**src/rtl/core/wpt_pkg.sv**
```systemverilog
// ----------------------------------------------------------------------------
// wpt_pkg: shared types and constants of the windowed percentile tracker
// Ring geometry, field widths, operation and register codes, entry layout.
// ----------------------------------------------------------------------------
package wpt_pkg;

  localparam int RING_DEPTH = 128;
  localparam int IDX_W      = $clog2(RING_DEPTH);
  localparam int CNT_W      = $clog2(RING_DEPTH + 1);
  localparam int PCT_W      = 7;
  localparam int TIME_W     = 32;
  localparam int VAL_W      = 40;
  localparam int SERIES_W   = 3;
  localparam int CFG_IDX_W  = 3;
  localparam int CFG_DATA_W = 32;

  // divide by 100 as (x * DIV_MULT) >> DIV_SHIFT, exact for x < 2^23
  localparam int X_W       = PCT_W + CNT_W;
  localparam int DIV_SHIFT = 30;
  localparam int MULT_W    = 24;
  localparam logic [MULT_W-1:0] DIV_MULT = 24'd10737419;

  typedef enum logic [1:0] {
    OP_ADD   = 2'd0,
    OP_TICK  = 2'd1,
    OP_QUERY = 2'd2,
    OP_NONE  = 2'd3
  } op_e;

  typedef enum logic [CFG_IDX_W-1:0] {
    CFG_PCT_LOW  = 3'd0,
    CFG_PCT_MID  = 3'd1,
    CFG_PCT_HIGH = 3'd2,
    CFG_AGING_ON = 3'd3,
    CFG_MAX_AGE  = 3'd4
  } cfg_idx_e;

  typedef enum logic [SERIES_W-1:0] {
    SER_WORK     = 3'd0,
    SER_NET      = 3'd1,
    SER_SCRIPT   = 3'd2,
    SER_MEM      = 3'd3,
    SER_REAL_MEM = 3'd4
  } series_e;

  typedef enum logic [3:0] {
    SEL_IDLE,
    SEL_COUNT,
    SEL_MUL,
    SEL_DIV,
    SEL_CLAMP,
    SEL_CAND_RD,
    SEL_CAND_CHK,
    SEL_SCAN,
    SEL_MATCH,
    SEL_EMIT
  } sel_state_e;

  typedef struct packed {
    logic [TIME_W-1:0] work;
    logic [TIME_W-1:0] net;
    logic [TIME_W-1:0] script;
    logic [VAL_W-1:0]  mem;
    logic [VAL_W-1:0]  real_mem;
    logic [TIME_W-1:0] stamp;
  } entry_t;

  typedef struct packed {
    logic [PCT_W-1:0]  pct_low;
    logic [PCT_W-1:0]  pct_mid;
    logic [PCT_W-1:0]  pct_high;
    logic              aging_on;
    logic [TIME_W-1:0] max_age;
  } cfg_t;

  typedef struct packed {
    series_e          series;
    logic [VAL_W-1:0] value_low;
    logic [VAL_W-1:0] value_mid;
    logic [VAL_W-1:0] value_high;
    logic             last;
  } result_t;

  function automatic logic [VAL_W-1:0] series_val(entry_t e, series_e s);
    logic [VAL_W-1:0] v;
    case (s)
      SER_WORK:     v = {{(VAL_W-TIME_W){1'b0}}, e.work};
      SER_NET:      v = {{(VAL_W-TIME_W){1'b0}}, e.net};
      SER_SCRIPT:   v = {{(VAL_W-TIME_W){1'b0}}, e.script};
      SER_MEM:      v = e.mem;
      default:      v = e.real_mem;
    endcase
    return v;
  endfunction

endpackage

```
**src/rtl/core/wpt_select.sv**
```systemverilog
// ----------------------------------------------------------------------------
// wpt_select: percentile selection sequencer
// Counts eligible samples, then ranks each candidate by a full ring scan.
// ----------------------------------------------------------------------------
module wpt_select (
  input  logic                       clk_i,
  input  logic                       rst_ni,
  input  logic                       start_i,
  input  wpt_pkg::cfg_t              cfg_i,
  input  logic [wpt_pkg::TIME_W-1:0] tick_i,
  output logic                       rd_en_o,
  output logic [wpt_pkg::IDX_W-1:0]  rd_addr_o,
  input  wpt_pkg::entry_t            rd_data_i,
  input  logic                       rd_valid_i,
  output logic                       busy_o,
  output logic                       emit_o,
  input  logic                       emit_ack_i,
  output wpt_pkg::result_t           result_o
);
  import wpt_pkg::*;

  sel_state_e       state_q, state_d;
  series_e          s_q, s_d;
  logic [IDX_W-1:0] i_q, i_d;
  logic [CNT_W-1:0] a_q, a_d;
  logic             pend_q, pend_d;
  logic [CNT_W-1:0] n_q, n_d, lt_q, lt_d, le_q, le_d;
  logic [VAL_W-1:0] cand_q, cand_d;
  logic [X_W-1:0]   x_q [3];
  logic [X_W-1:0]   x_d [3];
  logic [CNT_W:0]   qt_q [3];
  logic [CNT_W:0]   qt_d [3];
  logic [CNT_W-1:0] r_q [3];
  logic [CNT_W-1:0] r_d [3];
  logic [VAL_W-1:0] res_q [3];
  logic [VAL_W-1:0] res_d [3];

  logic [PCT_W-1:0]  pct [3];
  logic [VAL_W-1:0]  val;
  logic [TIME_W-1:0] age;
  logic              elig, stream_rd, stream_done, last_i;
  logic [X_W+MULT_W-1:0] prod [3];

  assign pct[0] = cfg_i.pct_low;
  assign pct[1] = cfg_i.pct_mid;
  assign pct[2] = cfg_i.pct_high;

  assign val  = series_val(rd_data_i, s_q);
  assign age  = tick_i - rd_data_i.stamp;
  assign elig = rd_valid_i && (val != '0) && !(cfg_i.aging_on && (age > cfg_i.max_age));

  assign stream_rd   = ((state_q == SEL_COUNT) || (state_q == SEL_SCAN)) &&
                       (a_q < CNT_W'(RING_DEPTH));
  assign stream_done = !stream_rd && !pend_q;
  assign last_i      = (i_q == IDX_W'(RING_DEPTH - 1));

  always_comb begin
    for (int k = 0; k < 3; k++) begin
      prod[k] = {{MULT_W{1'b0}}, x_q[k]} * {{X_W{1'b0}}, DIV_MULT};
    end
  end

  // next state
  always_comb begin
    state_d = state_q;
    case (state_q)
      SEL_IDLE:     if (start_i) state_d = SEL_COUNT;
      SEL_COUNT:    if (stream_done) state_d = SEL_MUL;
      SEL_MUL:      state_d = SEL_DIV;
      SEL_DIV:      state_d = SEL_CLAMP;
      SEL_CLAMP:    state_d = (n_q == '0) ? SEL_EMIT : SEL_CAND_RD;
      SEL_CAND_RD:  state_d = SEL_CAND_CHK;
      SEL_CAND_CHK: begin
        if (elig) state_d = SEL_SCAN;
        else if (last_i) state_d = SEL_EMIT;
        else state_d = SEL_CAND_RD;
      end
      SEL_SCAN:     if (stream_done) state_d = SEL_MATCH;
      SEL_MATCH:    state_d = last_i ? SEL_EMIT : SEL_CAND_RD;
      SEL_EMIT: begin
        if (emit_ack_i) state_d = (s_q == SER_REAL_MEM) ? SEL_IDLE : SEL_COUNT;
      end
      default:      state_d = SEL_IDLE;
    endcase
  end

  // outputs
  always_comb begin
    rd_en_o   = 1'b0;
    rd_addr_o = a_q[IDX_W-1:0];
    case (state_q)
      SEL_COUNT, SEL_SCAN: rd_en_o = stream_rd;
      SEL_CAND_RD: begin
        rd_en_o   = 1'b1;
        rd_addr_o = i_q;
      end
      default: rd_en_o = 1'b0;
    endcase
  end

  assign busy_o = (state_q != SEL_IDLE);
  assign emit_o = (state_q == SEL_EMIT);
  assign result_o.series     = s_q;
  assign result_o.value_low  = res_q[0];
  assign result_o.value_mid  = res_q[1];
  assign result_o.value_high = res_q[2];
  assign result_o.last       = (s_q == SER_REAL_MEM);

  // datapath
  always_comb begin
    s_d    = s_q;
    i_d    = i_q;
    a_d    = a_q;
    pend_d = stream_rd;
    n_d    = n_q;
    lt_d   = lt_q;
    le_d   = le_q;
    cand_d = cand_q;
    x_d    = x_q;
    qt_d   = qt_q;
    r_d    = r_q;
    res_d  = res_q;
    if (stream_rd) a_d = a_q + 1'b1;
    case (state_q)
      SEL_IDLE: begin
        s_d = SER_WORK;
        a_d = '0;
        n_d = '0;
      end
      SEL_COUNT: if (pend_q && elig) n_d = n_q + 1'b1;
      SEL_MUL: begin
        for (int k = 0; k < 3; k++) x_d[k] = X_W'(pct[k] * n_q);
      end
      SEL_DIV: begin
        for (int k = 0; k < 3; k++) qt_d[k] = prod[k][DIV_SHIFT +: CNT_W+1];
      end
      SEL_CLAMP: begin
        i_d = '0;
        for (int k = 0; k < 3; k++) begin
          r_d[k]   = (qt_q[k] >= {1'b0, n_q}) ? n_q - 1'b1 : qt_q[k][CNT_W-1:0];
          res_d[k] = '0;
        end
      end
      SEL_CAND_CHK: begin
        if (elig) begin
          cand_d = val;
          a_d    = '0;
          lt_d   = '0;
          le_d   = '0;
        end else begin
          i_d = i_q + 1'b1;
        end
      end
      SEL_SCAN: begin
        if (pend_q && elig) begin
          lt_d = lt_q + CNT_W'(val < cand_q);
          le_d = le_q + CNT_W'(val <= cand_q);
        end
      end
      SEL_MATCH: begin
        i_d = i_q + 1'b1;
        for (int k = 0; k < 3; k++) begin
          if ((lt_q <= r_q[k]) && (r_q[k] < le_q)) res_d[k] = cand_q;
        end
      end
      SEL_EMIT: begin
        if (emit_ack_i) begin
          s_d = series_e'(s_q + 3'd1);
          a_d = '0;
          n_d = '0;
        end
      end
      default: s_d = s_q;
    endcase
  end

  always_ff @(posedge clk_i or negedge rst_ni) begin
    if (!rst_ni) begin
      state_q <= SEL_IDLE;
      s_q     <= SER_WORK;
      i_q     <= '0;
      a_q     <= '0;
      pend_q  <= 1'b0;
    end else begin
      state_q <= state_d;
      s_q     <= s_d;
      i_q     <= i_d;
      a_q     <= a_d;
      pend_q  <= pend_d;
    end
  end

  always_ff @(posedge clk_i) begin
    n_q    <= n_d;
    lt_q   <= lt_d;
    le_q   <= le_d;
    cand_q <= cand_d;
    x_q    <= x_d;
    qt_q   <= qt_d;
    r_q    <= r_d;
    res_q  <= res_d;
  end

endmodule

```
**config.mk**
```make
export PLATFORM = sky130hd
export DESIGN_NAME = wpt_select
export DESIGN_NICKNAME = d
export VERILOG_FILES = /design/src/rtl/core/wpt_pkg.sv /design/src/rtl/core/wpt_select.sv
export SDC_FILE = /design/constraint.sdc
export NUM_CORES = 2
export LEC_CHECK = 0
export ABC_AREA = 0
export BUFFER_PORTS_ARGS = -buffer_cell sky130_fd_sc_hd__buf_4
export CAP_MARGIN = 15
export CORE_MARGIN = 2
export CORE_UTILIZATION = 46
export DETAILED_ROUTE_END_ITERATION = 16
export HOLD_SLACK_MARGIN = 0.02
export PLACE_DENSITY = 0.65
export SLEW_MARGIN = 10
export SYNTH_ARGS = -nofsm -noshare
export SYNTH_HDL_FRONTEND = slang
export SYNTH_SLANG_ARGS = --single-unit
```
**constraint.sdc**
```tcl
create_clock -name clk_i -period 17.26 [get_ports clk_i]
set_input_delay 0 -clock clk_i [delete_from_list [all_inputs] [get_ports clk_i]]
set_output_delay 0 -clock clk_i [all_outputs]
set_load 0.1 [all_outputs]
```
==> summary.txt <==
Clock network
  • Sinks on Clock Net: 303
  • Clk_lat worst skew: 580 ps
  • Clock-pin slew on the worst setup and hold paths: 60 ps
  • CTS tree: built
  • Clock buffer depth: 3
  • Root buffer cell: clkbuf_16
  • Cts repair resizes: 0
  • Total CTS buffers: 37
  • H-Tree Depth: 2

GRT
  • Largest net degree at the start of global routing: 46
  • Initial antenna violation count: 7
  • Met1 Usage GRT: between 30% and 40%
  • Total grt overflow: 0
  • Most used routing layer: met2
  • Number of global-route vias before repair: 28400
  • Tot GR Track Use: about 24%
  • GR Layer Usage met2: between 40% and 50%
  • First-pass GRT wire length: 159700 µm
  • M3 GR Usage: 3.314%

Logic synthesis
  • Mean area per synthesized cell: 10.54 µm²
  • #FFs+latches synth: 303
  • Most frequent cell after synthesis: ha_1
  • Syn_nets: 5053
  • Fraction of registers with async set/reset: under 10%
  • Syn. warnings: 0
  • Most common flop cell mapped by yosys: edfxtp_1
  • Post-synthesis sequential area ratio: a little under a quarter
  • Synth unique cells: 73
  • Synth top area share: 24.34%
  • Post-synth EDFFs: 280
  • Synth area leader: ha_1
  • Mapped Cells: 3598
  • Post-synth top cells: 738 x ha_1, 716 x inv_1, 418 x fa_1
  • Synth area leaders: ha_1 24%, edfxtp_1 22%, fa_1 22%
  • Synthesized cell area: 37940 µm²

Setup path
  • CP top delay family: adder cells
  • CP Launch Type: flop
  • CP Max Fanout: 5
  • Worst path bufs/invs: 6
  • CP arrival: just under 7000 ps
  • Worst Setup SP: x_q[21]
  • CP required: 17560 ps
  • CP max-delay cell: fa_1
  • R2r startpoint: x_q[21]
  • Crit-path max cell delay: 550 ps
  • Cell breakdown of the critical path: inv_1 -> fa_1 -> inv_1 -> ha_1 -> inv_1 -> fa_1 -> inv_1 -> fa_1 -> inv_1 -> fa_1 -> inv_1 -> fa_1 -> ha_1 -> nand4_1 -> nor2_1 -> a221oi_1 -> a21oi_1 -> nor3_1 -> o31ai_1 -> or3_1 -> a31oi_1 -> xnor2_1
  • Most common cell type on the critical path: inv_1
  • Critical path type: reg -> reg
  • Worst setup EP type: flop

Route
  • DR iter-0 viols: 1408
  • Drt pass-1 iters: 8
  • Total wire length: 101500 µm
  • Detailed-route via count: between 20000 and 30000
  • Post-route DRC violation count: 0
  • Wirelength per Cell: 19.45 µm
  • Via-to-Cell Ratio: 5.207
  • Final ANT Viol Nets: 0

Final layout
  • Fin nets: 5573
  • Share of cells above drive strength 1: around 14%
  • Filler-free cell count of the finished design: 5221
  • Area Growth Syn to Fin: 17.52%

Floorplanning
  • Die X: 291.2 µm
  • FP Rows: 105
  • Die H: 291.2 µm
  • Core Box Area: 81850 µm²
  • DIE AREA: around 85000 µm²
  • Initial core utilization: 46.35%
  • # IOs: 433

Timing
  • RSZ-0062 raised after global routing: no
  • Slew Limit Fails: 0
  • F_max: between 0.15 and 0.2 GHz
  • Final setup viols: 0
  • Slew HR: 23.34%
  • Final hold violations: 0
  • Tmin final: roughly 6400 ps
  • Setup TNS: 0 ps
  • Slew @ Worst Pin: 1146 ps
  • Layout Skew: about 32 ps
  • Final worst-path cycle share: 37.36%

Place
  • I/O Buffers: 432
  • DPL Wire Length: ~84000 µm
  • RePlAce Congestion: 0.9102
  • Placed cells: 5063

Worst hold path
  • Min-Delay Path Class: in -> reg
  • Hold path start: rd_data_i[81]

Status
  • Status: finished clean

Job
  • MaxCap Viol Count: 0
worst reg2reg max path: stages (launching register included):
cell	delay, ps
edfxtp_1	440
inv_1	170
fa_1	550
inv_1	70
ha_1	280
inv_1	40
fa_1	490
inv_1	60
fa_1	530
inv_1	50
fa_1	530
inv_1	60
fa_1	490
ha_1	330
nand4_1	160
nor2_1	70
a221oi_1	520
a21oi_1	190
nor3_1	350
o31ai_1	170
or3_1	350
a31oi_1	210
xnor2_1	80
flip-flops by register name (all words and copies together) (netlist names), 7 cells and up:
signal and cells:
lt_q 8, result_o 120, i_q 7, a_q 8, le_q 8, qt_q 27, x_q 45, n_q 8
r_q 24, cand_q 40
layout by cell type (no fill, tap or decap), types with 8 or more instances in the layout:
master	netlist	routed
a211oi_1	20	19
a21o_1	85	85
a21oi_1	130	130
a222oi_1	32	32
a22o_1	8	8
a31oi_1	10	10
and2_1	81	81
and3_1	19	19
buf_4	0	452
clkbuf_16	0	37
clkinv_1	0	8
dfrtp_1	23	23
dlygate4sd3_1	0	84
edfxtp_1	280	280
fa_1	418	418
ha_1	738	737
inv_1	716	716
mux2_2	55	55
mux2i_1	10	10
nand2_1	218	215
nand2b_1	20	20
nand3_1	66	66
nand4_1	33	33
nor2_1	156	155
nor2b_1	21	21
nor3_1	28	28
nor4_1	12	12
o2111ai_1	10	10
o211ai_1	10	10
o21a_1	21	21
o21ai_0	102	102
o21bai_1	16	16
or2_2	10	10
or3_1	11	11
xnor2_1	88	88
xor2_1	29	29
logic make-up (layout without fill, tap and decap cells):
family	Yosys count	after routing	synth area share (%)
compound gates	495	495	8.786
xor+xnor	117	117	2.701
fa+ha+maj	1156	1156	46.40
buf+inv	773	1321	7.767
flops	303	303	23.68
mux	66	66	1.936
other cells	0	5	0
simple gates	688	688	8.736
layout make-up:
type                    count  area, µm²
clock buffers              38      929.6
clock inverters            29      336.6
well taps                1070       1339
multi-input cells        2522      26040
repair buffers            538       4257
diodes                      5      12.51
fillers                  7173      37260
inverters                 716       2688
flip-flops and latches    303       8984
per-layer routing:
metal	share of wire, %	wire (µm)	vias to the layer above
met3	4.9	4970	159
met1	43	44080	13120
met5	0	0	-
met4	3.3	3324	0
li1	-	-	13220
met2	48	49170	690
worst paths after layout:
check | slack, ps | to | cells past startpoint
max in group asynchronous | 16330 | i_q[5] | 4
worst max-delay path | 10810 | qt_q[17] | 22
min in group asynchronous | 460 | state_q[1] | 3
worst min register to register | 520 | i_q[3] | 1
worst min-delay path | 20 | cand_q[9] | 5
worst max register to register | 10810 | qt_q[17] | 22
stage by stage:
stage | util [%] | hold slack (ps) | area (µm²) | setup WS [ps]
after floorplan | - | -295.6 | 37940 | 11420
after global placement | 51.86 | -78.31 | 42440 | 10900
after detailed placement | 51.86 | -78.35 | 42440 | 10790
after CTS | 54.43 | 37.74 | 44550 | 10750
after global routing | 54.47 | 58.22 | 44580 | 10360
final | 54.47 | 15.06 | 44580 | 10810
repair_timing:
action                                  CTS  global route
hold endpoints to repair                 75             0
endpoints found under the setup margin    0             0
hold buffers                             84             0
setup buffers                             0             0
Power is left out: the tool's default activity adds up to more than one toggle a clock period on the data nets, which glitch-free logic cannot reach.
